[src/rtl/acl_pkg.sv]
// Shared types, codes and helpers for the connection ACL matcher.
// No dependencies; imported by every module of the block.
`timescale 1ns / 1ps

package acl_pkg;

  // Rules per list; allow rules sit in entries 0..MAX_RULES-1, deny rules above.
  localparam int MAX_RULES   = 16;
  localparam int TOTAL_RULES = 2 * MAX_RULES;
  localparam int IDX_W       = (TOTAL_RULES > 1) ? $clog2(TOTAL_RULES) : 1;
  localparam int CNT_W       = $clog2(MAX_RULES + 1);
  localparam int SCAN_W      = $clog2(TOTAL_RULES + 1);
  localparam int QUEUE_DEPTH = 2;

  localparam logic [7:0] IPV4_MAX_PREFIX = 8'd32;
  localparam logic [7:0] IPV6_MAX_PREFIX = 8'd128;

  typedef enum logic [1:0] {
    MODE_ALLOW = 2'd0,
    MODE_DENY  = 2'd1,
    MODE_CHECK = 2'd2,
    MODE_CLEAR = 2'd3
  } mode_t;

  typedef enum logic [3:0] {
    KIND_ANY      = 4'd0,
    KIND_ANY_V4   = 4'd1,
    KIND_ANY_V6   = 4'd2,
    KIND_IPV4     = 4'd3,
    KIND_IPV6     = 4'd4,
    KIND_ANY_UNIX = 4'd5,
    KIND_PID      = 4'd6,
    KIND_UID      = 4'd7,
    KIND_GID      = 4'd8,
    KIND_ANY_VSOCK = 4'd9,
    KIND_CID      = 4'd10,
    KIND_PORT     = 4'd11
  } kind_t;

  typedef enum logic [2:0] {
    FAM_UNIX    = 3'd0,
    FAM_IPV4    = 3'd1,
    FAM_IPV6    = 3'd2,
    FAM_VSOCK   = 3'd3,
    FAM_UNAVAIL = 3'd4,
    FAM_OTHER   = 3'd5
  } fam_t;

  typedef enum logic [2:0] {
    OP_APPEND,
    OP_REJECT,
    OP_CHECK,
    OP_UNAVAIL,
    OP_CLEAR
  } op_t;

  typedef enum logic [1:0] {
    ST_OK    = 2'd0,
    ST_FULL  = 2'd1,
    ST_RANGE = 2'd2
  } status_t;

  typedef enum logic [1:0] {
    LIST_NONE  = 2'd0,
    LIST_ALLOW = 2'd1,
    LIST_DENY  = 2'd2
  } list_t;

  // Classified item as it waits in the queue
  typedef struct packed {
    op_t         op;
    logic        deny;      // target list of an append
    kind_t       kind;
    fam_t        family;
    logic [63:0] addr_hi;
    logic [63:0] addr_lo;
    logic [63:0] mask_hi;
    logic [63:0] mask_lo;
    logic [31:0] id;
    logic [32:0] pid;
    logic [32:0] uid;
    logic [32:0] gid;
    logic [31:0] cid;
    logic [31:0] port;
  } item_t;

  // Stored rule: prefix kept as ready-made masks
  typedef struct packed {
    kind_t       kind;
    logic [63:0] addr_hi;
    logic [63:0] addr_lo;
    logic [63:0] mask_hi;
    logic [63:0] mask_lo;
    logic [31:0] id;
  } rule_t;

  // Queue status toward the back end
  typedef struct packed {
    logic empty;
    logic full;
  } q_stat_t;

  // Ones in the top bits positions of a 64-bit word
  function automatic logic [63:0] left_mask(input logic [7:0] bits);
    logic [63:0] m;
    if (bits == 8'd0) begin
      m = '0;
    end else if (bits >= 8'd64) begin
      m = '1;
    end else begin
      m = ~64'd0 << (7'd64 - bits[6:0]);
    end
    return m;
  endfunction

endpackage

[src/rtl/acl_queue.sv]
// Short item queue between the front end and the back end.
// Depends on acl_pkg (item type, depth).
`timescale 1ns / 1ps

module acl_queue
  import acl_pkg::*;
(
  input  logic    clk,
  input  logic    rst,
  input  logic    push,
  input  item_t   push_item,
  input  logic    pop,
  output item_t   head,
  output q_stat_t q_stat
);

  localparam int PW = (QUEUE_DEPTH > 1) ? $clog2(QUEUE_DEPTH) : 1;
  localparam int QW = $clog2(QUEUE_DEPTH + 1);

  item_t         slots [QUEUE_DEPTH];
  logic [PW-1:0] wr_ptr;
  logic [PW-1:0] rd_ptr;
  logic [QW-1:0] fill;

  assign head         = slots[rd_ptr];
  assign q_stat.empty = (fill == '0);
  assign q_stat.full  = (fill == QW'(QUEUE_DEPTH));

  // Store incoming items
  always_ff @(posedge clk) begin
    if (push) slots[wr_ptr] <= push_item;
  end

  // Advance pointers and fill level
  always_ff @(posedge clk) begin
    if (rst) begin
      wr_ptr <= '0;
      rd_ptr <= '0;
      fill   <= '0;
    end else begin
      if (push) wr_ptr <= (wr_ptr == PW'(QUEUE_DEPTH - 1)) ? '0 : wr_ptr + 1'b1;
      if (pop)  rd_ptr <= (rd_ptr == PW'(QUEUE_DEPTH - 1)) ? '0 : rd_ptr + 1'b1;
      case ({push, pop})
        2'b10:   fill <= fill + 1'b1;
        2'b01:   fill <= fill - 1'b1;
        default: fill <= fill;
      endcase
    end
  end

endmodule

[config.mk]
export PLATFORM = sky130hd
export DESIGN_NAME = acl_queue
export DESIGN_NICKNAME = d
export VERILOG_FILES = /design/src/rtl/acl_pkg.sv /design/src/rtl/acl_queue.sv
export SDC_FILE = /design/constraint.sdc
export NUM_CORES = 1
export LEC_CHECK = 0
export BUFFER_PORTS_ARGS = -buffer_cell sky130_fd_sc_hd__buf_4
export CORE_AREA = 4 4 359 361
export CTS_BUF_LIST = sky130_fd_sc_hd__clkbuf_16
export CTS_CLUSTER_SIZE = 25
export DETAILED_ROUTE_END_ITERATION = 12
export DIE_AREA = 0 0 363 365
export HOLD_SLACK_MARGIN = 0.15
export REMOVE_ABC_BUFFERS = 1
export SLEW_MARGIN = 10
export SYNTH_ARGS = -nofsm -noshare
export SYNTH_HDL_FRONTEND = slang
export SYNTH_SLANG_ARGS = --single-unit
[constraint.sdc]
create_clock -name clk -period 29.6 [get_ports clk]
set_input_delay 5.92 -clock clk [delete_from_list [all_inputs] [get_ports clk]]
set_output_delay 5.92 -clock clk [all_outputs]
set_load 0.05 [all_outputs]
-- Word-level counts from Yosys, hierarchy flattened
Memories as Yosys holds them, arrays and structs flattened. A register that Yosys moved wholly into a read port is not among the register bits.
Index checks and enable logic that the tools add are counted.
- output and inout bits: 464
- flip-flop bits (word level): 4
- input port bits: 466
- memories kept: 1
- logic and storage cells: 20
- RAM bits: 924
- equal/unequal tests: 3
- reductions and logical operators: 2
- add/subtract/negate cells: 4
- mux-type cells: 7
- memory list (name ; words ; bits a word ; read ports ; clocked after Yosys merged registers in ; write ports ; line ; RTL):
    slots ; 2 ; 462 ; 1 ; 1 ; 1 ; acl_queue.sv:20 ; item_t slots [QUEUE_DEPTH];
- operator list (kind ; count):
    1-bit 2-to-1 mux ; 6
    2-bit == test (second input constant) ; 2
    2-bit one-hot mux with 2 select lines ; 1
    1-bit adder (second input constant) ; 2
    2-bit by 1-bit adder with 2-bit output (second input constant) ; 1
    2-bit by 1-bit == test with 1-bit output (second input constant) ; 1
    2-bit logical NOT ; 1
    2-bit nonzero test ; 1
    2-bit by 1-bit subtractor with 2-bit output (second input constant) ; 1

-- Depth between registers and ports, before layout
Gate-level depths: netlist of the first run.
- depth after elaboration: 4
- gate-level depth with buffers: 5
- mapped depth without buffers: 5

-- Least setup slack after synthesis of the first run
OpenSTA, ideal clock, no wires.
- path kind: input -> register
- start point: input push
- end point: memory slots[0][0] in the netlist's numbering (enable)
- library setup time: 1.311 ns
- stages on the path: 2
- path slack: 2.982 ns
- buffers on the path: 0
- data required time: 28.289 ns
- data arrival time: 25.307 ns
- path through: inv_1 -> nor2_1
- longest elaborated chain between the ends: 2
- RTL lines (what ; line ; RTL):
    from (decl) ; acl_queue.sv:10 ; input logic push,
    1-bit 2-to-1 mux ; acl_queue.sv:31 ; if (push) slots[wr_ptr] <= push_item;
    1-bit 2-to-1 mux (not written as such) ; acl_queue.sv:31 ;
    to (decl) ; acl_queue.sv:20 ;
Every way passes these cells.

==> results of run 1 <==
-- per-layer routing --
| metal | global-route usage | vias to the layer above | share of wire |
|---|---|---|---|
| li1 | - | 7858 | - |
| met1 | 0.142 | 8771 | 0.37 |
| met2 | 0.222 | 640 | 0.51 |
| met3 | 0.0521 | 124 | 0.093 |
| met4 | 0.0544 | 0 | 0.030 |
| met5 | 0 | - | 0 |
-- state kept, by name (all words and copies together), names as in the netlist, named ones only --
register and flops:
fill 2, rd_ptr 1, slots 924, wr_ptr 1
-- worst max-delay path, stage by stage (launching register included) --
cell	delay (ns)
dfxtp_4	0.84
buf_4	0.84
buf_4	0.65
buf_4	0.84
buf_4	0.67
mux2_2	0.42
buf_4	0.19
-- layout by cell type (no fill, tap or decap), types with 2 or more instances in the layout --
cell	netlist	layout
bufinv_16	0	11
nor2_1	6	5
dfxtp_1	5	4
mux2_2	282	282
inv_16	0	3
mux2_1	180	180
clkbuf_16	0	98
buf_12	0	2
diode_2	0	17
edfxtp_1	924	924
clkinv_1	0	16
clkinv_2	0	18
xnor2_1	3	3
inv_1	1	29
buf_4	0	946
-- through the flow --
step / instances / power (mW) / hold slack [ns] / util
after floorplan: 1408 / 2.03 / 0.461 / -
after global routing: 4193 / 3.47 / 0.563 / 0.363
final: 4200 / 3.34 / 0.503 / 0.363
after detailed placement: 4006 / 2.19 / 0.492 / 0.338
after global placement: 4006 / 2.18 / 0.485 / 0.338
after CTS: 4183 / 3.39 / 0.500 / 0.363
-- report_power, final --
| part | internal, mW | total [mW] | switching (mW) |
|---|---|---|---|
| Clock | 0.697 | 1.19 | 0.495 |
| Combinational | 0.190 | 0.592 | 0.402 |
| Sequential | 1.54 | 1.56 | 0.0201 |
| Total | 2.43 | 3.34 | 0.917 |
-- cell families (layout without fill, tap and decap cells) --
kind of cell,count (synthesis),in the layout,synth area share
adders and majority gates,1,1,0.000373
AOI/OAI and AO/OA,2,2,0.000298
muxes,462,462,0.155
other,0,17,0
buffers and inverters,52,1126,0.0115
DFF,929,929,0.830
and+or+nand+nor,9,9,0.00123
xor gates and xnor gates,4,4,0.00104
-- layout make-up --
class / instances / area [sq um] / share of cell area
timing repair buffer: 948 / 7140 / 0.157
clock inverter: 79 / 678 / 0.0149
antenna: 17 / 42.5 / 0.000934
tap: 1650 / 2060 / 0.0453
clock buffer: 98 / 2450 / 0.0538
sequential: 929 / 27900 / 0.611
inverter: 1 / 3.75 / 0.0000824
multi-input combinational: 478 / 5310 / 0.117
-- how the worst max path moves through the flow --
| stage | to | slack, ns | cells after the start |
|---|---|---|---|
| 2_1_floorplan | slots[0][0]$_DFFE_PP_ | 2.98 | 2 |
| 3_3_place_gp | head[174] | 19.02 | 6 |
| 3_5_place_dp | head[142] | 18.97 | 6 |
| 4_1_cts | head[142] | 18.18 | 6 |
| 5_1_grt | head[218] | 17.96 | 6 |
| 6_report | head[218] | 18.33 | 6 |
==> results.json, run 1 <==
{
  "reg2reg_depth": 5,
  "hold_buffers": 0,
  "clock-sinks": 929,
  "power.density_nw_per_um2": 73.4,
  "cp_max_fo": 69,
  "synth.distinct_cells": 16,
  "dr.pass1.iters": 5,
  "portBuffers": 929,
  "cts_buffers": 98,
  "drive_above_1_share": 0.539,
  "slew_viol_final": 0,
  "io_pins": 930,
  "cts.htree.levels": 3,
  "async_reset_ff_frac": 0,
  "post-route-drc-count": 0,
  "rrSetupSlack_ns": 24.95,
  "yosysTopAreaCellShare": 0.827,
  "first_global_vias": 18296,
  "worstHoldEndpoint": "fill[1]$_SDFFE_PP0P_",
  "hold_depth": 2,
  "cts_setup_buffers": 0,
  "seq_area_frac_synth": 0.830,
  "worstReg2RegEnd": "slots[1][98]$_DFFE_PP_",
  "wl_per_cell_microns": 21.6,
  "status": "complete, no violations",
  "vias": 17393,
  "tns_ns": 0,
  "reg2reg_from": "wr_ptr$_SDFFE_PP0P_",
  "worst_slack_ns": 18.33,
  "max_cap_violations": 0,
  "clock.fmax_mhz": 88.7,
  "cts-root-buf": "clkbuf_16",
  "crit_arrival_ns": 5.35,
  "yosys_warnings": 0,
  "grt_pass1_wl_mm": 124,
  "postPlaceCellArea_sq_um": 42400,
  "skew_ns": 0.0231,
  "min_period_ns": 11.27,
  "rsz0062_at_grt": "no",
  "rows": 130,
  "hpwl_mm": 65.6,
  "grt_usage": 0.129,
  "cts.path.max_buffers": 3,
  "yosys.cell_count.top_type": "edfxtp_1",
  "synth_ff_type": "edfxtp_1",
  "dieArea_sq_um": 132000,
  "clkTransAtPathRegs_ns": 0.06,
  "grt_max_degree": 141,
  "syn_inst": 1459,
  "synth-edff-count": 924,
  "post-synth-top-area-cell": "edfxtp_1",
  "worstPathRequired_ns": 23.68,
  "antenna_found_initial": 13,
  "fin_nets": 2923,
  "vias_per_cell": 4.14,
  "grt_remaining_overflow": 0,
  "startpoint_type": "flip-flop",
  "gp_congestion": 0.834,
  "wl_mm": 90.8,
  "die_w_microns": 363,
  "cp-end-kind": "output pin",
  "die_h_microns": 365,
  "vdd_drop_max_mv": 0.0430,
  "synth_seq_cells": 929,
  "core_area_sq_um": 125000,
  "drt_iter0_drc": 1053,
  "p_leak_nw": 16.7,
  "slew_headroom": 0.333,
  "clk_latency_ns": 0.67,
  "dp_worst_setup_slack_ns": 18.97,
  "initial_core_util": 0.267,
  "fin_crit_sh": 0.381,
  "syn_to_final_growth_pct": 35.8,
  "nFillCells": 11777,
  "hold_path_class": "reg -> reg",
  "ys_top_cells_by_count": "edfxtp_1, mux2_2, mux2_1",
  "ctsResizeCount": 0,
  "cts_tree": "yes",
  "synth_area_leaders": "edfxtp_1, mux2_2, mux2_1",
  "ant_nets": 0,
  "hp-start": "fill[1]$_SDFFE_PP0P_",
  "avgSynthCellArea_sq_um": 23.0,
  "finalHoldViolCount": 0,
  "finalSetupViolations": 0,
  "worst_slew_pin_slew_ns": 1.00,
  "fin_area_sq_um": 45500,
  "synth_area_sq_um": 33500,
  "timing_worst_setup_path_type": "reg -> out"
}
Power figures use the tool's default switching activity.
==> run 2: changes to the inputs <==
==> constraint.sdc (replaced) <==
create_clock -name clk -period 9.5 [get_ports clk]
set_input_delay 1.9 -clock clk [delete_from_list [all_inputs] [get_ports clk]]
set_output_delay 1.9 -clock clk [all_outputs]
set_load 0.05 [all_outputs]
==> run 2 against run 1 <==
Against the previous run:
- sequential cell count unchanged
- worst hold slack better by 0.0033 ns
- combinational power rose to 3.1 times the previous value
- critical path type unchanged
- critical endpoint is now head[19]
- setup slack worse by 14 ns
- largest cell class unchanged
- non-clock buffer count did not move
- final cell count fell by 0.29%
- via count increased by 0.77%
- wire length increased by 0.30%
- clock power rose to 3.0 times the previous value
==> results.json, run 2 (synthesis gave the netlist of run 1 again) <==
{
  "status": "complete, no violations",
  "antenna_found_initial": 12,
  "worstPathRequired_ns": 7.60,
  "wl_met1_mm": 32.3,
  "regMostFlops": "slots",
  "ant_nets": 0,
  "reg_top3": "slots: 924 flops, fill: 2 flops",
  "clk_latency_ns": 0.67,
  "cts.htree.levels": 3,
  "slowest_delay_ns": 1.06,
  "mostFrequentLayoutCell": "buf_4",
  "clock.fmax_mhz": 182,
  "cpMostUsedCell": "buf_12",
  "hold_path_class": "reg -> reg",
  "slew_headroom": 0.249,
  "skew_ns": 0.0230,
  "path_cells": "buf_12 -> buf_12 -> mux2_2 -> buf_4",
  "critPathBufInv": 3,
  "power.density_nw_per_um2": 227,
  "grt_max_degree": 149,
  "die_w_microns": 363,
  "postPlaceCellArea_sq_um": 42400,
  "critical_path.top_delay_family": "buffers and inverters",
  "drt_iter0_drc": 1216,
  "p_leak_nw": 16.7,
  "grt_usage": 0.130,
  "nFillCells": 11810,
  "p_total_mw": 10.3,
  "cts.path.max_buffers": 3,
  "highest-signal-layer": "met5",
  "cts_tree": "yes",
  "vdd_drop_max_mv": 0.145,
  "drive_above_1_share": 0.539,
  "hold_ws_ns": 0.506,
  "syn_to_final_growth_pct": 35.7,
  "finalSetupViolations": 0,
  "min_period_ns": 5.48,
  "gp_congestion": 0.818,
  "initial_core_util": 0.267,
  "cp-end-kind": "output pin",
  "slew_viol_final": 0,
  "wl_met2_mm": 47.5,
  "vias_per_cell": 4.19,
  "io_pins": 930,
  "final_cell_mix": "buf_4, edfxtp_1, mux2_2, mux2_1, clkbuf_16",
  "clock-sinks": 929,
  "cts_setup_buffers": 0,
  "finalHoldViolCount": 0,
  "fin_area_sq_um": 45500,
  "die_h_microns": 365,
  "wl_met3_mm": 8.50,
  "grt_pass1_wl_mm": 126,
  "cts_buffers": 99,
  "dr.pass1.iters": 4,
  "vias": 17527,
  "crit_arrival_ns": 3.58,
  "portBuffers": 929,
  "largest_reg_flops": 924,
  "timing_worst_setup_path_type": "reg -> out",
  "post-route-drc-count": 0,
  "wl_mm": 91.0,
  "hold_buffers": 0,
  "rsz0062_at_grt": "no",
  "max_cap_violations": 0,
  "core_area_sq_um": 125000,
  "hpwl_mm": 65.8,
  "clkTransAtPathRegs_ns": 0.06,
  "ctsResizeCount": 0,
  "wl_per_cell_microns": 21.7,
  "cts-root-buf": "clkbuf_16",
  "fin_crit_sh": 0.577,
  "dieArea_sq_um": 132000,
  "grt_remaining_overflow": 0,
  "first_global_vias": 18467,
  "startpoint_type": "flip-flop",
  "cp_max_fo": 125,
  "cp_slowest_cell": "dfxtp_4",
  "rows": 130,
  "worst_slew_pin_slew_ns": 1.13,
  "fin_nets": 2924
}
[run 2: changes by cell type in the layout (fill, tap and decap cells not counted), moves of 4 or more]
cell / delta
inv_1: -6
clkinv_2: -6
diode_2: -7
clkinv_1: +5
inv_6: +4
buf_12: +6
bufinv_16: -4
buf_4: -6
[run 2: cell type report]
| class | instances | area [sq um] | share of cell area |
|---|---|---|---|
| diodes | 10 | 25.0 | 0.000550 |
| clock buffers | 99 | 2480 | 0.0544 |
| clock inverters | 73 | 564 | 0.0124 |
| inverters | 1 | 3.75 | 0.0000825 |
| multi-input cells | 478 | 5310 | 0.117 |
| flip-flops and latches | 929 | 27900 | 0.612 |
| well taps | 1650 | 2060 | 0.0454 |
| repair buffers | 948 | 7220 | 0.159 |
[run 2: power by group]
part,switching (mW),internal (mW),total [mW]
Clock,1.53,2.08,3.61
Combinational,1.24,0.600,1.84
Sequential,0.0673,4.79,4.86
Total,2.84,7.47,10.3
[run 2: stage by stage]
| stage | TNS [ns] | std cells | worst slack, ns | util |
|---|---|---|---|---|
| global placement | 0 | 4006 | 4.75 | 0.338 |
| floorplan | -9800.42 | 1408 | -13.10 | - |
| finish | 0 | 4188 | 4.02 | 0.363 |
| CTS | 0 | 4178 | 3.95 | 0.363 |
| detailed placement | 0 | 4006 | 4.73 | 0.338 |
| global route | 0 | 4182 | 3.84 | 0.363 |
[run 2: final timing paths]
| check | start | endpoint | slack [ns] | cells after the start |
|---|---|---|---|---|
| worst max-delay path | flip-flop | head[19] | 4.02 | 4 |
| worst min-delay path | rd_ptr$_SDFFE_PP0P_ | flip-flop | 0.51 | 2 |
| worst max register to register | wr_ptr$_SDFFE_PP0P_ | slots[1][197]$_DFFE_PP_ | 6.49 | 3 |
| worst min register to register | rd_ptr$_SDFFE_PP0P_ | flip-flop | 0.51 | 2 |
[run 2: worst min-delay path, delay by kind of cell (launching register included)]
family / cells / cell delay (ns)
simple gates: 1 / 0.07
flops: 1 / 0.32
xor+xnor: 1 / 0.08
[run 2: per-layer routing]
metal	vias up	GRT usage
li1	7853	-
met1	8841	0.140
met2	677	0.232
met3	152	0.0537
met4	4	0.0427
met5	-	0
