$ cat config.mk
export PLATFORM = sky130hd
export DESIGN_NAME = acl_front
export DESIGN_NICKNAME = d
export VERILOG_FILES = /design/src/rtl/acl_pkg.sv /design/src/rtl/acl_front.sv
export SDC_FILE = /design/constraint.sdc
export NUM_CORES = 1
export LEC_CHECK = 0
export ABC_AREA = 1
export BUFFER_PORTS_ARGS = -buffer_cell sky130_fd_sc_hd__buf_4
export CAP_MARGIN = 5
export CELL_PAD_IN_SITES_DETAIL_PLACEMENT = 0
export CELL_PAD_IN_SITES_GLOBAL_PLACEMENT = 1
export CORE_AREA = 8 8 308 310
export DETAILED_ROUTE_END_ITERATION = 8
export DIE_AREA = 0 0 316 318
export PLACE_DENSITY = 0.34
export SLEW_MARGIN = 20
export SYNTH_ARGS = -nofsm -noshare
export SYNTH_HDL_FRONTEND = slang
export SYNTH_SLANG_ARGS = --single-unit
$ cat constraint.sdc
create_clock -name vclk -period 6
set_input_delay 1.8 -clock vclk [all_inputs]
set_output_delay 1.8 -clock vclk [all_outputs]
set_load 0.05 [all_outputs]
$ cat src/rtl/acl_pkg.sv
// Shared types, codes and helpers for the connection ACL matcher.
// No dependencies; imported by every module of the block.
`timescale 1ns / 1ps

package acl_pkg;

  // Rules per list; allow rules sit in entries 0..MAX_RULES-1, deny rules above.
  localparam int MAX_RULES   = 16;
  localparam int TOTAL_RULES = 2 * MAX_RULES;
  localparam int IDX_W       = (TOTAL_RULES > 1) ? $clog2(TOTAL_RULES) : 1;
  localparam int CNT_W       = $clog2(MAX_RULES + 1);
  localparam int SCAN_W      = $clog2(TOTAL_RULES + 1);
  localparam int QUEUE_DEPTH = 2;

  localparam logic [7:0] IPV4_MAX_PREFIX = 8'd32;
  localparam logic [7:0] IPV6_MAX_PREFIX = 8'd128;

  typedef enum logic [1:0] {
    MODE_ALLOW = 2'd0,
    MODE_DENY  = 2'd1,
    MODE_CHECK = 2'd2,
    MODE_CLEAR = 2'd3
  } mode_t;

  typedef enum logic [3:0] {
    KIND_ANY      = 4'd0,
    KIND_ANY_V4   = 4'd1,
    KIND_ANY_V6   = 4'd2,
    KIND_IPV4     = 4'd3,
    KIND_IPV6     = 4'd4,
    KIND_ANY_UNIX = 4'd5,
    KIND_PID      = 4'd6,
    KIND_UID      = 4'd7,
    KIND_GID      = 4'd8,
    KIND_ANY_VSOCK = 4'd9,
    KIND_CID      = 4'd10,
    KIND_PORT     = 4'd11
  } kind_t;

  typedef enum logic [2:0] {
    FAM_UNIX    = 3'd0,
    FAM_IPV4    = 3'd1,
    FAM_IPV6    = 3'd2,
    FAM_VSOCK   = 3'd3,
    FAM_UNAVAIL = 3'd4,
    FAM_OTHER   = 3'd5
  } fam_t;

  typedef enum logic [2:0] {
    OP_APPEND,
    OP_REJECT,
    OP_CHECK,
    OP_UNAVAIL,
    OP_CLEAR
  } op_t;

  typedef enum logic [1:0] {
    ST_OK    = 2'd0,
    ST_FULL  = 2'd1,
    ST_RANGE = 2'd2
  } status_t;

  typedef enum logic [1:0] {
    LIST_NONE  = 2'd0,
    LIST_ALLOW = 2'd1,
    LIST_DENY  = 2'd2
  } list_t;

  // Classified item as it waits in the queue
  typedef struct packed {
    op_t         op;
    logic        deny;      // target list of an append
    kind_t       kind;
    fam_t        family;
    logic [63:0] addr_hi;
    logic [63:0] addr_lo;
    logic [63:0] mask_hi;
    logic [63:0] mask_lo;
    logic [31:0] id;
    logic [32:0] pid;
    logic [32:0] uid;
    logic [32:0] gid;
    logic [31:0] cid;
    logic [31:0] port;
  } item_t;

  // Stored rule: prefix kept as ready-made masks
  typedef struct packed {
    kind_t       kind;
    logic [63:0] addr_hi;
    logic [63:0] addr_lo;
    logic [63:0] mask_hi;
    logic [63:0] mask_lo;
    logic [31:0] id;
  } rule_t;

  // Queue status toward the back end
  typedef struct packed {
    logic empty;
    logic full;
  } q_stat_t;

  // Ones in the top bits positions of a 64-bit word
  function automatic logic [63:0] left_mask(input logic [7:0] bits);
    logic [63:0] m;
    if (bits == 8'd0) begin
      m = '0;
    end else if (bits >= 8'd64) begin
      m = '1;
    end else begin
      m = ~64'd0 << (7'd64 - bits[6:0]);
    end
    return m;
  endfunction

endpackage

$ cat src/rtl/acl_front.sv
// Front end: accepts items and classifies them (rule checks, masks).
// Depends on acl_pkg.
`timescale 1ns / 1ps

module acl_front
  import acl_pkg::*;
(
  input  logic               start,
  output logic               busy,
  input  logic [1:0]         mode,
  input  logic [3:0]         rule_kind,
  input  logic [2:0]         family,
  input  logic [63:0]        addr_hi,
  input  logic [63:0]        addr_lo,
  input  logic [7:0]         prefix_len,
  input  logic [31:0]        rule_id,
  input  logic signed [32:0] peer_pid,
  input  logic signed [32:0] peer_uid,
  input  logic signed [32:0] peer_gid,
  input  logic [31:0]        vsock_cid,
  input  logic [31:0]        vsock_port,
  input  q_stat_t            q_stat,
  output logic               push,
  output item_t              push_item
);

  logic [63:0] mask_top;
  logic [63:0] mask_low;
  logic        bad_rule;
  kind_t       kind;

  assign kind     = kind_t'(rule_kind);
  assign busy     = q_stat.full;
  assign push     = start && !q_stat.full;
  assign mask_top = left_mask(prefix_len);
  assign mask_low = (prefix_len > 8'd64) ? left_mask(prefix_len - 8'd64) : '0;

  // Flag appends whose kind or value is out of range
  always_comb begin
    bad_rule = 1'b0;
    if (rule_kind > 4'(KIND_PORT)) bad_rule = 1'b1;
    if (kind == KIND_IPV4 && prefix_len > IPV4_MAX_PREFIX) bad_rule = 1'b1;
    if (kind == KIND_IPV6 && prefix_len > IPV6_MAX_PREFIX) bad_rule = 1'b1;
    if (kind == KIND_PID && rule_id == 32'd0) bad_rule = 1'b1;
  end

  // Build the classified item
  always_comb begin
    push_item         = '0;
    push_item.kind    = kind;
    push_item.family  = fam_t'(family);
    push_item.addr_hi = addr_hi;
    push_item.addr_lo = addr_lo;
    push_item.id      = rule_id;
    push_item.pid     = peer_pid;
    push_item.uid     = peer_uid;
    push_item.gid     = peer_gid;
    push_item.cid     = vsock_cid;
    push_item.port    = vsock_port;
    push_item.deny    = (mode_t'(mode) == MODE_DENY);
    case (kind)
      KIND_IPV4: begin
        push_item.mask_lo = {32'd0, mask_top[63:32]};
      end
      KIND_IPV6: begin
        push_item.mask_hi = mask_top;
        push_item.mask_lo = mask_low;
      end
      default: begin
      end
    endcase
    case (mode_t'(mode))
      MODE_ALLOW, MODE_DENY: push_item.op = bad_rule ? OP_REJECT : OP_APPEND;
      MODE_CHECK: push_item.op = (fam_t'(family) == FAM_UNAVAIL) ? OP_UNAVAIL : OP_CHECK;
      MODE_CLEAR: push_item.op = OP_CLEAR;
      default:    push_item.op = OP_CLEAR;
    endcase
  end

endmodule

# After elaboration in Yosys (flattened, before gate mapping)
# Cells that the tools add are included.
# classes
n_addsub	3
n_mul	0
div	0
n_lt_le_gt_ge	6
n_eq_ne	7
shifts	2
mux	14
n_bitwise	0
reduce_logical	10
# op_table
op	count
$mux 64	6
$pmux 64 s2	1
$shl 64x7->64 const A	2
$logic_not 32->1	1
$ge 8x7->1 const B	2
$logic_not 8->1	2
$sub 7x7->7 const A	2
$pmux 3 s3	1
$eq 4x3->1 const B	2
$gt 8x6->1 const B	1
$gt 8x7->1 const B	1
$gt 8x8->1 const B	1
$sub 8x7->8 const B	1
$mux 1	6
$eq 2x2->1 const B	2
$eq 4x2->1 const B	1
$gt 4x4->1 const B	1
$logic_and 1x1->1	4
$eq 3x3->1 const B	1
$eq 2x1->1 const B	1
$logic_not 2->1	1
$reduce_or 2->1	1
$logic_not 1->1	1
# totals
reg_bits	0
latchBits	0
ramBits	0
mem_bits_ro	0
inputBits	343
out_inout_bits	464
word_cells	42
memories	0

# Depth between registers and ports, before layout
# Gate-level depths: netlist (run 1).
# depth
depth_word	7
depth_mapped	12

# Least setup slack after synthesis (run 1)
# Ideal clock, no wire load.
# synth_path
kind	input port to output port
start	input port prefix_len[1]
end	output port push_item[257] (netlist bit)
arrival_time_ns	4.042
t_required_ns	4.200
slack_ns	0.158
stages	8
path_buffers	0
path_cell_list	inv_1 -> ha_1 -> inv_1 -> ha_1 -> inv_1 -> nand4_1 -> inv_1 -> o21ai_0
# synth_rtl
item	line	text
from (decl)	acl_front.sv:15	input logic [7:0] prefix_len,
to (decl)	acl_front.sv:24	output item_t push_item

==> results of run 1 <==
## through the flow
| stage | hold WS [ns] | worst slack, ns | utilization (%) | cell area [sq um] |
|---|---|---|---|---|
| 2_1_floorplan | 3.77 | 0.158 | - | 5220 |
| 3_3_place_gp | 3.60 | 0.113 | 7.01 | 6280 |
| 3_5_place_dp | 3.60 | 0.112 | 7.01 | 6280 |
| 4_1_cts | 3.60 | 0.0982 | 7.01 | 6280 |
| 5_1_grt | 3.60 | 0.0283 | 7.01 | 6280 |
| 6_report | 3.60 | 0.166 | 7.01 | 6280 |
## worst paths after layout
path	from	to	slack, ns	cells past startpoint
setup / recovery	prefix_len[0]	push_item[201]	0.17	12
hold / removal	peer_uid[4]	push_item[101]	3.60	0
## cells in the mapped netlist (all sizes together)
cell	count
a21oi	39
a31oi	6
and3b	1
buf	358
clkbuf	8
ha	6
inv	60
nand2	230
nand3	84
nand4	14
nor2	83
nor3	2
o211ai	1
o21a	2
o21ai	18
or2	1
## power groups by stage
stage / sequential (mW) / clock (mW) / combinational [mW]
floorplan: 0 / 0 / 0.838
detailed placement: 0 / 0 / 0.540
global route: 0 / 0 / 0.565
finish: 0 / 0.00000000350 / 0.527
CTS: 0 / 0 / 0.542
global placement: 0 / 0 / 0.542
## area by class of cell
| cell class | count | area (sq um) |
|---|---|---|
| antenna | 1 | 2.50 |
| fill | 10694 | 83300 |
| inverter | 60 | 228 |
| multi-input combinational | 487 | 2290 |
| tap | 1176 | 1470 |
| timing repair buffer | 299 | 2290 |
## kinds of logic after synthesis
kind of cell    share of synthesized area, %
buf+inv                                 56.2
compound gates                          6.68
simple gates                            35.6
fa+ha+maj                               1.44
## worst max-delay path: stages
cell	delay (ns)
buf_4	0.14
inv_1	0.10
ha_1	0.33
ha_1	0.39
nand2_1	0.21
nand3_1	0.17
nor2_1	0.24
nand3_1	0.13
nand2_1	0.08
nand2_1	0.08
nand2_1	0.13
buf_4	0.22
## per-layer routing
metal | track usage [%] | part of all wire, % | routed length [um]
met5 | 0 | 0 | 0
met1 | 9.24 | 43 | 17200
met2 | 11.3 | 43 | 17200
met3 | 3.52 | 11 | 4600
met4 | 2.19 | 3.5 | 1400
==> metrics.md, run 1 <==
| Metric | Value |
|---|---|
| Area leader, netlist | buf_4 |
| Initial antenna violation count | 0 |
| CP arrival | approximately 4.0 ns |
| Tcrit/Tclk final | a little over nine tenths |
| Final ANT Viol Nets | 0 |
| TritonRoute pass-1 iters | 4 |
| P&R area growth vs syn | 20.3% |
| Psw | between 0.3 and 0.4 mW |
| Crit Path Class | in -> out |
| Die Y | 318 um |
| Site Rows | 110 |
| Sequential share of the synthesized area | 0% |
| Storage element area | 0 sq um |
| Grt ovf | 0 |
| First-pass GRT wire length | approximately 52000 um |
| Largest net degree at the start of global routing | 35 |
| Fmax | about 170 MHz |
| Commonest non-fill, non-tap cells in the layout | buf_4 (295), nand2_1 (218), nand3_1 (80) |
| Crit path required time | 4.20 ns |
| Synth area leaders | buf_4 (48%), nand2_1 (16%), nand3_1 (7.7%) |
| Peak supply drop | about 0.024 mV |
| Vias per cell | approximately 2.6 |
| Worst-margin pin slew | 0.441 ns |
| DP HPWL | 36100 um |
| Post-CTS Resized | 0 |
| Layout cells sized above 1 | just over 40% |
| Non-filler instance count after layout | ~2000 |
| Max Cap Viol | 0 |
| Top-area cell type share of the netlist area | 48.2% |
| Setup Buffers After CTS | 0 |
| Yosys Warn Count | 0 |
| DR iter-0 viols | roughly 240 |
| Setup-failing EPs final | 0 |
| Hold WC Path Type | in -> out |
| Vias in the first global route | roughly 5600 |
| Final hold vios | 0 |
| Switching Share | 71.0% |
| Initial Util | around 5.8% |
| DRC viols | 0 |
| Synthesized area | between 5000 and 6000 sq um |
| CORE AREA | about 90000 sq um |
| Commonest non-fill, non-tap cell in the layout | buf_4 |
| Total number of vias | approximately 5300 |
| Status | finished clean |
| Logic pwr share | 100.0% |
| GP Congestion | ~0.74 |
| Critical path launch point type | input port |
| Nets | about 1200 |
| Seq Cell Count | 0 |
| P per Cell Area | ~84 nW/um^2 |
| RSZ-0062 raised after global routing | no |
| Post-CTS Hold Buffers | 0 |
| Sequential power share | 0% |
| Post-Syn Instances | 913 |
| # clk buffers | 0 |
| IO buf count | roughly 220 |
| Internal power | approximately 0.15 mW |
| Overall Power | approximately 0.53 mW |
| Syn Nets | about 1300 |
| Chip width | roughly 320 um |
| Final wirelength | between 40000 and 50000 um |
| Netlist cell types | 29 |
| Min Tclk post-route | ~6 ns |
| Setup TNS after final layout | 0 ns |
| Clock network fraction of design power | 0% |
| Syn avg cell area | approximately 5.7 sq um |
| IO Pins | 807 |
| Inst Count DP | ~2000 |
| Per-cell routed wire length | between 15 and 20 um |
| Die area | around 100000 sq um |
| Crit. End Element | output port |
| Leak | 3.03 nW |
| GRT Total Usage | approximately 7.4% |
| Relative slew slack | a little over two thirds |
| CP max FO | 7 |
| Pins Over Slew Limit | 0 |
Power figures use the tool's default switching activity.
==> run 2: changes to the inputs <==
--- a/config.mk
+++ b/config.mk
@@ -14,6 +14,7 @@
 export DETAILED_ROUTE_END_ITERATION = 8
 export DIE_AREA = 0 0 316 318
 export PLACE_DENSITY = 0.34
+export REMOVE_ABC_BUFFERS = 1
 export SLEW_MARGIN = 20
 export SYNTH_ARGS = -nofsm -noshare
 export SYNTH_HDL_FRONTEND = slang
==> run 2 against run 1 <==
Final cell count fell by 0.20%; critical path depth shrank 1; via count is 19% higher; non-clock buffer count decreased by 11; flip-flop and latch count is the same; highest routed layer is now met5.
==> metrics.md, run 2 (same netlist as run 1, synthesis figures left out) <==
| Metric | Value |
|---|---|
| Status | finished clean |
| Placed cell area | 6190 sq um (-1.5%) |
| Core Util, Final | 6.93% (-0.081 points) |
| Cell area after layout | 6210 sq um (-1.2%) |
| CORE AREA | 89600 sq um (unchanged) |
| Per-cell routed wire length | 61.0 um (+210%) |
| Layout cells sized above 1 | 39.9% (-0.55 points) |
| Die Y | 318 um (unchanged) |
| Most used cell, CP | buf_4 |
| Post-CTS Resized | 0 (unchanged) |
| Post-CTS Hold Buffers | 0 (unchanged) |
| CP arrival | 4.03 ns (about the same) |
| Total number of vias | 6311 (+19%) |
| Peak supply drop | 0.0413 mV (+73%) |
| Final hold vios | 0 (unchanged) |
| P per Cell Area | 85.8 nW/um^2 (+2.3%) |
| IO Pins | 807 (unchanged) |
| Grt ovf | 0 (unchanged) |
| Die area | 100000 sq um (unchanged) |
| P&R area growth vs syn | 18.9% |
| DRC viols | 0 (unchanged) |
| Hold WC Path Type | in -> out |
| Chip width | 316 um (unchanged) |
| GP Congestion | 0.976 (+31%) |
| Post-place setup slack | 0.181 ns (+0.0698 ns) |
| Hold depth | 0 (unchanged) |
| Commonest non-fill, non-tap cells in the layout | buf_4 (285), nand2_1 (217), nand3_1 (80) |
| RSZ-0062 raised after global routing | no |
| Non-filler instance count after layout | 2019 (-0.20%) |
| Tcrit/Tclk final | 97.2% (about the same) |
| Max Cap Viol | 0 (unchanged) |
| # clk buffers | 0 (unchanged) |
| Worst-margin pin slew | 0.503 ns (+0.0623 ns) |
| Pins Over Slew Limit | 0 (unchanged) |
| TritonRoute pass-1 iters | 5 (+1) |
| DP HPWL | 118000 um (+230%) |
| Initial antenna violation count | 27 (+27) |
| Final ANT Viol Nets | 0 (unchanged) |
| Initial Util | 5.83% (unchanged) |
| Commonest non-fill, non-tap cell in the layout | buf_4 |
| Min Tclk post-route | 5.83 ns (-0.00378 ns) |
| Fill cell count | 10692 (-0.019%) |
| Critical path launch point type | input port |
| Setup slack after layout | 0.170 ns (+0.00378 ns) |
| Setup-failing EPs final | 0 (unchanged) |
| Largest net degree at the start of global routing | 31 (-11%) |
| Leak | 2.96 nW (-2.3%) |
| Hold Path Sink | push_item[100] |
| Crit Path Class | in -> out |
| GRT Total Usage | 23.2% (+16 points) |
| Setup Buffers After CTS | 0 (unchanged) |
| Storage element area | 0 sq um (unchanged) |
| Hold Crit Start | peer_uid[3] |
| Final wirelength | 123000 um (+210%) |
| DR iter-0 viols | 612 (+160%) |
| Area occupied by multi-input gates | 2290 sq um (+0.22%) |
| First-pass GRT wire length | 137000 um (+160%) |
| Relative slew slack | 66.4% (-4.2 points) |
| IO buf count | 224 (unchanged) |
| Nets | 1186 (-0.92%) |
| CP max FO | 10 (+3) |
| Site Rows | 110 (unchanged) |
| Slowest-stage cell, CP | ha_1 |
| Vias per cell | 3.13 (+19%) |
| Crit path required time | 4.20 ns (about the same) |
| Inst Count DP | 2011 (-0.54%) |
| Worst path max stage delay | 0.29 ns (-0.10 ns) |
| Vias in the first global route | 5768 (+2.4%) |
| Fmax | 172 MHz (about the same) |
| Crit. End Element | output port |
| Seq Cell Count | 0 (unchanged) |
| CP cell instances | buf_4 > inv_1 > ha_1 > buf_4 > o211ai_1 > nor2_2 > nor2_4 > inv_4 > buf_4 > a21oi_1 > buf_4 |
[run 2: critical path, delay by kind of cell]
family                     cells  cell delay (ns)
adders and majority gates      1             0.29
and+or+nand+nor                2             0.37
AOI/OAI and AO/OA              2             0.56
buffers and inverters          6             1.00
[run 2: worst max path at each step]
stage / startpoint / to / slack, ns / depth (start not counted)
final: prefix_len[0] / push_item[271] / 0.17 / 11
after global routing: prefix_len[1] / push_item[240] / 0.03 / 14
after CTS: prefix_len[0] / push_item[240] / 0.17 / 14
after detailed placement: prefix_len[0] / push_item[240] / 0.18 / 14
after global placement: prefix_len[0] / push_item[240] / 0.20 / 14
after floorplan: prefix_len[3] / push_item[240] / -0.23 / 5
[run 2: final cells by class]
type               count  area share, %
diodes                 8          0.322
well taps           1176           23.7
inverters             60           3.67
multi-input cells    487           36.9
repair buffers       288           35.4
[run 2: power by group]
group | internal, mW | total [mW] | leakage [nW] | switching, mW
Combinational | 0.150 | 0.533 | 2.96 | 0.383
Sequential | 0 | 0 | 0 | 0
Clock | 0.000000143 | 0.000000143 | 0.0000492 | 0
[run 2: through the flow]
stage / power, mW / setup TNS [ns] / hold WS (ns)
6_report: 0.533 / 0 / 3.60
2_1_floorplan: 0.230 / -0.604 / 3.60
4_1_cts: 0.532 / 0 / 3.60
5_1_grt: 0.560 / 0 / 3.60
3_3_place_gp: 0.531 / 0 / 3.60
3_5_place_dp: 0.531 / 0 / 3.60
[run 2: per-layer routing]
| metal | part of all wire, % | global-route usage, % | wire (um) | up-vias |
|---|---|---|---|---|
| met3 | 37 | 41.2 | 45100 | 70 |
| met4 | 1.1 | 1.94 | 1380 | 50 |
| met1 | 20 | 12.7 | 24200 | 2701 |
| li1 | - | - | - | 2379 |
| met5 | 1.2 | 8.69 | 1450 | - |
| met2 | 41 | 34.3 | 51100 | 1111 |
==> run 3: changes to the inputs <==
--- a/config.mk
+++ b/config.mk
@@ -5,15 +5,15 @@
 export SDC_FILE = /design/constraint.sdc
 export NUM_CORES = 1
 export LEC_CHECK = 0
-export ABC_AREA = 1
+export ABC_AREA = 0
 export BUFFER_PORTS_ARGS = -buffer_cell sky130_fd_sc_hd__buf_4
 export CAP_MARGIN = 5
 export CELL_PAD_IN_SITES_DETAIL_PLACEMENT = 0
 export CELL_PAD_IN_SITES_GLOBAL_PLACEMENT = 1
-export CORE_AREA = 8 8 308 310
+export CORE_AREA = 8 8 310 312
 export DETAILED_ROUTE_END_ITERATION = 8
-export DIE_AREA = 0 0 316 318
-export PLACE_DENSITY = 0.34
+export DIE_AREA = 0 0 318 320
+export PLACE_DENSITY = 0.32
 export REMOVE_ABC_BUFFERS = 1
 export SLEW_MARGIN = 20
 export SYNTH_ARGS = -nofsm -noshare
==> run 3 against run 2 <==
Die area up 1.3%; non-clock buffer count is 6 higher; final cell count fell by 8.7%; routed wire length shrank 9.8%.
==> metrics.md, run 3 <==
| Metric | Value |
|---|---|
| Commonest non-fill, non-tap cell in the layout | buf_4 |
| Critical path launch point type | input port |
| P&R area growth vs syn | 24.6% |
| Total number of vias | 5187 (-18%) |
| Adder-Cell Fraction of Synth Area | 1.60% (+0.16 points) |
| TritonRoute pass-1 iters | 5 (unchanged) |
| Largest net degree at the start of global routing | 37 (+19%) |
| Commonest cells post-synth | buf_4 (333), a21oi_1 (83), nand2_1 (53) |
| Worst-margin pin slew | 0.666 ns (+0.163 ns) |
| Non-filler instance count after layout | 1844 (-8.7%) |
| Syn avg cell area | 6.46 sq um (+13%) |
| Relative slew slack | 55.6% (-11 points) |
| CP arrival | 4.07 ns (+0.04 ns) |
| Crit Path Class | in -> out |
| Hold slack | 3.60 ns (unchanged) |
| Vias per cell | 2.81 (-10%) |
| Post-Syn Instances | 727 (-20%) |
| Met3 Wirelength | 37600 um (-17%) |
| Grt ovf | 0 (unchanged) |
| Yosys Warn Count | 0 (unchanged) |
| Area leader, netlist | buf_4 |
| Placed cell area | 5780 sq um (-6.6%) |
| Largest family of logic cells by synthesized area | buffers and inverters |
| Count leader, synth | buf_4 |
| Final ANT Viol Nets | 0 (unchanged) |
| # clk buffers | 0 (unchanged) |
| Site Rows | 111 (+0.91%) |
| Fill cell count | 10770 (+0.73%) |
| Chip width | 318 um (+0.63%) |
| IO buf count | 224 (unchanged) |
| Nets | 1007 (-15%) |
| Hold WC Path Type | in -> out |
| Netlist cell types | 63 (+120%) |
| CP max FO | 16 (+6) |
| Synthesized area | 4700 sq um (-10%) |
| Setup-failing EPs final | 0 (unchanged) |
| Status | finished clean |
| Synth area leaders | buf_4 (53%), a21oi_1 (8.8%), o21ai_0 (4.3%) |
| Top-area cell type share of the netlist area | 53.2% (+5.1 points) |
| IO Pins | 807 (unchanged) |
| Layout cells sized above 1 | 49.1% (+9.2 points) |
| RSZ-0062 raised after global routing | no |
| CORE AREA | 91000 sq um (+1.5%) |
| Setup TNS after final layout | 0 ns (unchanged) |
| Fmax | 170 MHz (-0.63%) |
| Area occupied by multi-input gates | 2060 sq um (-9.9%) |
| Initial Util | 5.16% (-0.67 points) |
| Die Y | 320 um (+0.63%) |
| Commonest non-fill, non-tap cells in the layout | buf_4 (291), a21oi_1 (83), nand2_1 (52) |
| Post-CTS Hold Buffers | 0 (unchanged) |
| Final wirelength | 111000 um (-9.8%) |
| Tcrit/Tclk final | 97.8% (+0.62 points) |
| Per-cell routed wire length | 60.3 um (-1.2%) |
| Min Tclk post-route | 5.87 ns (+0.0370 ns) |
| Crit path required time | 4.20 ns (about the same) |
| Simple-gate portion of the synthesized area | 19.5% (-16 points) |
| Max Cap Viol | 0 (unchanged) |
| Post-synthesis xor/xnor area fraction | 0.560% (+0.56 points) |
| First-pass GRT wire length | 124000 um (-9.4%) |
| Complex-gate fraction of the synthesized area | 20.7% (+14 points) |
| Die area | 102000 sq um (+1.3%) |
| Final hold vios | 0 (unchanged) |
| Sequential share of the synthesized area | 0% (unchanged) |
| Cell area after layout | 5850 sq um (-5.8%) |
| Seq Cell Count | 0 (unchanged) |
| GP Congestion | 0.991 (+1.6%) |
| Initial antenna violation count | 4 (-85%) |
| Mux cell area share after synthesis | 0.213% (+0.21 points) |
| DRC viols | 0 (unchanged) |
| Storage element area | 0 sq um (unchanged) |
| Inst Count DP | 1841 (-8.5%) |
| Pins Over Slew Limit | 0 (unchanged) |
| GRT Total Usage | 20.7% (-2.5 points) |
| DP HPWL | 105000 um (-11%) |
| WL met1 | 24100 um (-0.60%) |
| DR iter-0 viols | 389 (-36%) |
| Vias in the first global route | 5303 (-8.1%) |
| Crit. End Element | output port |
| Max layer used | met5 |
| Routed wire length on met2 | 46800 um (-8.4%) |
[run 3: cell count changes after synthesis, sizes merged, moves of 12 or more]
| cell | previous run | this run |
|---|---|---|
| a21oi | 39 | 85 |
| nand3 | 84 | 9 |
| nand4 | 14 | 2 |
| nand2 | 230 | 53 |
| o21ai | 18 | 44 |
| nor2 | 83 | 51 |
| nor3 | 2 | 17 |
| inv | 60 | 14 |
[run 3: layout make-up]
class,count,share of cell area [%]
Antenna cell,2,0.0855
Inverter,14,0.898
Multi-Input combinational cell,348,35.3
Tap cell,1186,25.4
Timing Repair Buffer,294,38.4
[run 3: logic make-up after synthesis]
group | count (synthesis)
buffers and inverters | 379
xor gates and xnor gates | 3
AOI/OAI and AO/OA | 161
muxes | 1
adders and majority gates | 6
and+or+nand+nor | 177
[run 3: metal layers]
layer | global-route usage [%] | vias to the layer above
li1 | - | 1947
met3 | 33.2 | 52
met2 | 31.3 | 937
met5 | 5.39 | -
met1 | 12.8 | 2233
met4 | 2.72 | 18
[run 3: worst max-delay path, stage by stage]
cell and delay [ns]:
buf_4 0.11, buf_4 0.16, nor3_4 0.26, a21o_1 0.27, buf_4 0.16, nand2_1 0.26
buf_4 0.33, a21oi_1 0.15, buf_4 0.22, a21oi_1 0.12, buf_4 0.22
[run 3: final timing paths]
path          start             end  slack, ns  cells past startpoint
min     peer_uid[3]  push_item[100]       3.60                      0
max   prefix_len[1]  push_item[271]       0.13                     11
[run 3: per-stage QoR]
step	worst slack, ns	utilization (%)
2_1_floorplan	-0.856	-
3_3_place_gp	-0.144	6.35
3_5_place_dp	-0.164	6.35
4_1_cts	0.0638	6.36
5_1_grt	0.0251	6.43
6_report	0.133	6.43
[run 3: repair_timing]
item / in CTS / in global routing
resized for setup: 1 / 9
endpoints found under the setup margin: 14 / 27
gates cloned: 0 / 0
pin swaps: 0 / 1
setup buffers: 0 / 1
